**config.mk**
```make
export PLATFORM = sky130hd
export DESIGN_NAME = tbb_merge
export DESIGN_NICKNAME = d
export VERILOG_FILES = /design/src/design/tbb_pkg.sv /design/src/design/tbb_merge.sv
export SDC_FILE = /design/constraint.sdc
export NUM_CORES = 1
export LEC_CHECK = 0
export BUFFER_PORTS_ARGS = -buffer_cell sky130_fd_sc_hd__clkbuf_2
export CORE_AREA = 3 3 151 153
export CTS_CLUSTER_DIAMETER = 150
export DETAILED_ROUTE_END_ITERATION = 8
export DIE_AREA = 0 0 154 156
export SLEW_MARGIN = 20
export SYNTH_ARGS = -nofsm -noshare
export SYNTH_HDL_FRONTEND = slang
export SYNTH_SLANG_ARGS = --single-unit
```
**constraint.sdc**
```tcl
create_clock -name clock -period 9.25 [get_ports clock]
set_clock_uncertainty 0.2 [all_clocks]
set_input_delay 1.85 -clock clock [delete_from_list [all_inputs] [get_ports clock]]
set_output_delay 1.85 -clock clock [all_outputs]
set_load 0.01 [all_outputs]
```
**src/design/tbb_pkg.sv**
```systemverilog
// shared types and constants of the bounding box transform
package tbb_pkg;

   localparam int COEF_WIDTH      = 32;
   localparam int CSR_DATA_WIDTH  = 2 * COEF_WIDTH;
   localparam int NUM_CSR         = 6;
   localparam int CSR_INDEX_WIDTH = 3;
   localparam int NUM_AXES        = 3;

   localparam logic [CSR_INDEX_WIDTH-1:0] CSR_ROW_X_AB = 3'd0;
   localparam logic [CSR_INDEX_WIDTH-1:0] CSR_ROW_X_CS = 3'd1;
   localparam logic [CSR_INDEX_WIDTH-1:0] CSR_ROW_Y_AB = 3'd2;
   localparam logic [CSR_INDEX_WIDTH-1:0] CSR_ROW_Y_CS = 3'd3;
   localparam logic [CSR_INDEX_WIDTH-1:0] CSR_ROW_Z_AB = 3'd4;
   localparam logic [CSR_INDEX_WIDTH-1:0] CSR_ROW_Z_CS = 3'd5;

   typedef struct packed {
      logic valid;
      logic empty;
   } tbb_ctl_type;

endpackage

```
**src/design/tbb_merge.sv**
```systemverilog
// result register: collects the row lanes and substitutes the empty box
module tbb_merge #(
   parameter int COORD_WIDTH = 32
) (
   input  logic                          clock,
   input  logic                          reset,
   input  tbb_pkg::tbb_ctl_type          in_ctl,
   input  logic signed [COORD_WIDTH-1:0] row_low [3],
   input  logic signed [COORD_WIDTH-1:0] row_high [3],
   input  logic                          rsp_ready,
   output logic                          advance,
   output logic                          rsp_valid,
   output logic                          rsp_empty,
   output logic signed [COORD_WIDTH-1:0] rsp_low [3],
   output logic signed [COORD_WIDTH-1:0] rsp_high [3]
);
   import tbb_pkg::*;

   logic                          valid_ff;
   logic                          empty_ff;
   logic signed [COORD_WIDTH-1:0] low_in [3];
   logic signed [COORD_WIDTH-1:0] low_ff [3];
   logic signed [COORD_WIDTH-1:0] high_in [3];
   logic signed [COORD_WIDTH-1:0] high_ff [3];

   assign advance = !valid_ff || rsp_ready;

   always_comb begin
      for (int a = 0; a < 3; a++) begin
         low_in[a]  = in_ctl.empty ? '0 : row_low[a];
         high_in[a] = in_ctl.empty ? '1 : row_high[a];
      end
   end

   always_ff @(posedge clock) begin
      if (reset) begin
         valid_ff <= 1'b0;
      end else if (advance) begin
         valid_ff <= in_ctl.valid;
      end
   end

   always_ff @(posedge clock) begin
      if (advance) begin
         empty_ff <= in_ctl.empty;
         low_ff   <= low_in;
         high_ff  <= high_in;
      end
   end

   assign rsp_valid = valid_ff;
   assign rsp_empty = empty_ff;
   assign rsp_low   = low_ff;
   assign rsp_high  = high_ff;

endmodule

```
**After elaboration in Yosys (flattened, before gate mapping)**

Cells that the tools add are included.

- Register bits after elaboration: 194
- Output and inout port bits: 195
- Logic and storage cells: 10

- Reductions and logical operators: 2

Operators with widths:

| operator | count |
|---|---|
| $logic_not A1 Y1 | 1 |
| $logic_or A1 B1 Y1 | 1 |

**Logic depth before layout (Yosys ltp)**

- Depth in word-level cells: 2
- Depth in mapped cells: 3

**Worst setup path before layout**

OpenSTA, ideal clock, no wires.

- Kind: input to output
- From: input port rsp_ready
- To: output port advance
- Arrival: 6569 ps
- Data required time: 7200 ps
- Path slack: 631 ps
- Stages: 1
- Buffers on the path: 0
- Cells stage by stage: nand2b_1

- Longest elaborated chain between the ends: 1

RTL lines:

| item | line | source |
|---|---|---|
| from (decl) | tbb_merge.sv:10 | `input logic rsp_ready,` |
| $logic_or A1 B1 Y1 | tbb_merge.sv:26 | `assign advance = !valid_ff \|\| rsp_ready;` |
| to (decl) | tbb_merge.sv:11 | `output logic advance,` |

Every way passes these cells.

**Worst setup path in the final report**

Ends and elaborated chain as after synthesis.

==> qor.txt <==
Reg2reg setup slack - 6920 ps
Area Growth Syn to Fin - 38.3%
Power per cell area - 199 nW/um^2
Crit path kind - input pin to output port
Layout Nets - 998
Fmax - 206 MHz
RSZ-0062 raised after global routing - false
TritonRoute pass-1 iters - 4
DR iter-0 viols - 225
Worst Hold Class - register to register
Leakage - 4.34 nW
Least-Margin Pin Slew - 984 ps
Worst-path fanout max - 49
Worst Setup SP - rsp_ready
Worst R2R Start - rsp_valid
Residual DRC count - 0
Syn_nets - 607
Req. time, crit path - 7200 ps
Clk_lat worst skew - 420 ps
Post-cts resize count - 0
Syn Inst Count - 410
Antenna diode count - 0
Worst setup EP type - output port
Dpl cell area - 9380 sq um
WL per Instance - 16.6 um
Final setup violation count - 0
M1 GR Usage - 0.155
Final worst-path cycle share - 0.524
Status - completed
Sequential area share after synthesis - 0.807
Ys Warns - 0
Routed wire length - 18100 um
Overall Global Routing Usage - 0.144
Worst Path Arrival - 2800 ps
Final Hold Fails - 0
Design area - 9970 sq um
Post-CTS Hold Buffers - 0
Starting Density - 0.332
Routed Antenna Nets - 0
Mapped cell area - 7210 sq um
Fin Setup TNS - 0 ps
H-Tree Depth - 4
Share of post-route cells with drive strength above 1 - 0.598
Worst rel slew slack - 0.344
CTS max path bufs - 2
Met3 Use GR - 0.0610
Total congestion overflow - 0
Gpl congestion - 0.785
Die Ht - 156 um
Vias per cell - 4.22
IO Pins - 392
Met2 Track Usage GR - 0.262
CTS Buf Count - 17
Yosys cell types - 11
Post-CTS Setup Bufs - 0
I/O Buffers - 391
Worst-path clk slew - 80 ps
Peak supply drop - 0.116 mV
First-pass GRT wire length - 26600 um
DR vias - 4612
Core area - 21700 sq um
Critical Path Start Type - input pin
CTS tree - done
Largest net degree at the start of global routing - 148
Sink Count - 194
Crit path time final - 4850 ps
Row cnt - 54
DPL Wire Length - 13100 um
Final design utilization - 0.460
Vias in the first global route - 4723
Max-slew violations - 0
GR peak layer - met2
Root buffer cell - clkbuf_16
Tot Pwr - 0.00198 W
Total Die Area - 24000 sq um
Yosys reg bits - 194
# Max-Cap Violations - 0
Worst Hold Launch - rsp_valid
Initial antenna violation count - 0
Die X - 154 um
Avg Inst Size Synth - 17.6 sq um
cells by family (layout without fill, tap and decap cells):
group / count (synthesis) / in the layout / share of synthesized area
AOI/OAI and AO/OA: 1 / 1 / 0.000693
buffers and inverters: 22 / 426 / 0.0253
DFF: 194 / 194 / 0.807
and+or+nand+nor: 193 / 193 / 0.167
routing by layer:
layer	wire length, um	vias to the layer above
met5	0	-
met4	199	0
met3	1710	13
met2	9670	216
met1	6540	2178
li1	-	2205
where the power goes:
part	leakage, nW	internal [W]	switching (W)
clock	0.293	0.000388	0.000355
combinational	2.07	0.0000891	0.000102
sequential	1.97	0.00103	0.0000163
cells in the mapped netlist, drive strengths merged:
| cell | n | area, sq um |
|---|---|---|
| edfxtp | 193 | 5800 |
| nor2b | 96 | 601 |
| or2 | 96 | 601 |
| buf | 20 | 175 |
| a21oi | 1 | 5.00 |
| clkbuf | 1 | 3.75 |
| dfxtp | 1 | 20.0 |
| inv | 1 | 3.75 |
| nand2b | 1 | 6.26 |
critical path, stage by stage:
cell	delay, ps
clkbuf_2	70
nand2b_4	550
clkbuf_2	250
registers in the layout, indices dropped and copies added (netlist names):
signal and flops:
rsp_high 96, rsp_low 96, rsp_empty 1, rsp_valid 1
cell type report:
type	count	area, sq um
Clock buffer	18	429
Clock inverter	14	168
Fill cell	1997	11700
Inverter	1	3.75
Multi-Input combinational cell	194	1220
Sequential cell	194	5820
Tap cell	280	350
Timing Repair Buffer	393	1990
layout by cell type (no fill, tap or decap):
cell type	instances
clkbuf_16	17
clkinv_2	1
inv_6	6
inv_1	1
or2_2	62
clkinv_8	3
edfxtp_1	193
or2_1	34
inv_8	2
a21oi_1	1
dfxtp_1	1
nand2b_4	1
buf_12	1
clkbuf_2	390
clkbuf_1	1
bufinv_16	1
buf_4	2
clkinv_4	1
nor2b_1	96
final timing paths:
path,to,cells after the start
worst max-delay path,advance,3
worst min-delay path,rsp_high[63],1
worst max register to register,rsp_low[94],2
worst min register to register,rsp_high[63],1
stage by stage:
stage	cells	hold WS, ps	setup WS (ps)
after floorplan	410	1720	631
after global placement	1062	932	4380
after detailed placement	1062	931	4390
after CTS	1094	953	4390
after global routing	1094	1000	4330
final	1094	926	4400
Note: power is estimated with default switching activity, not from simulation.
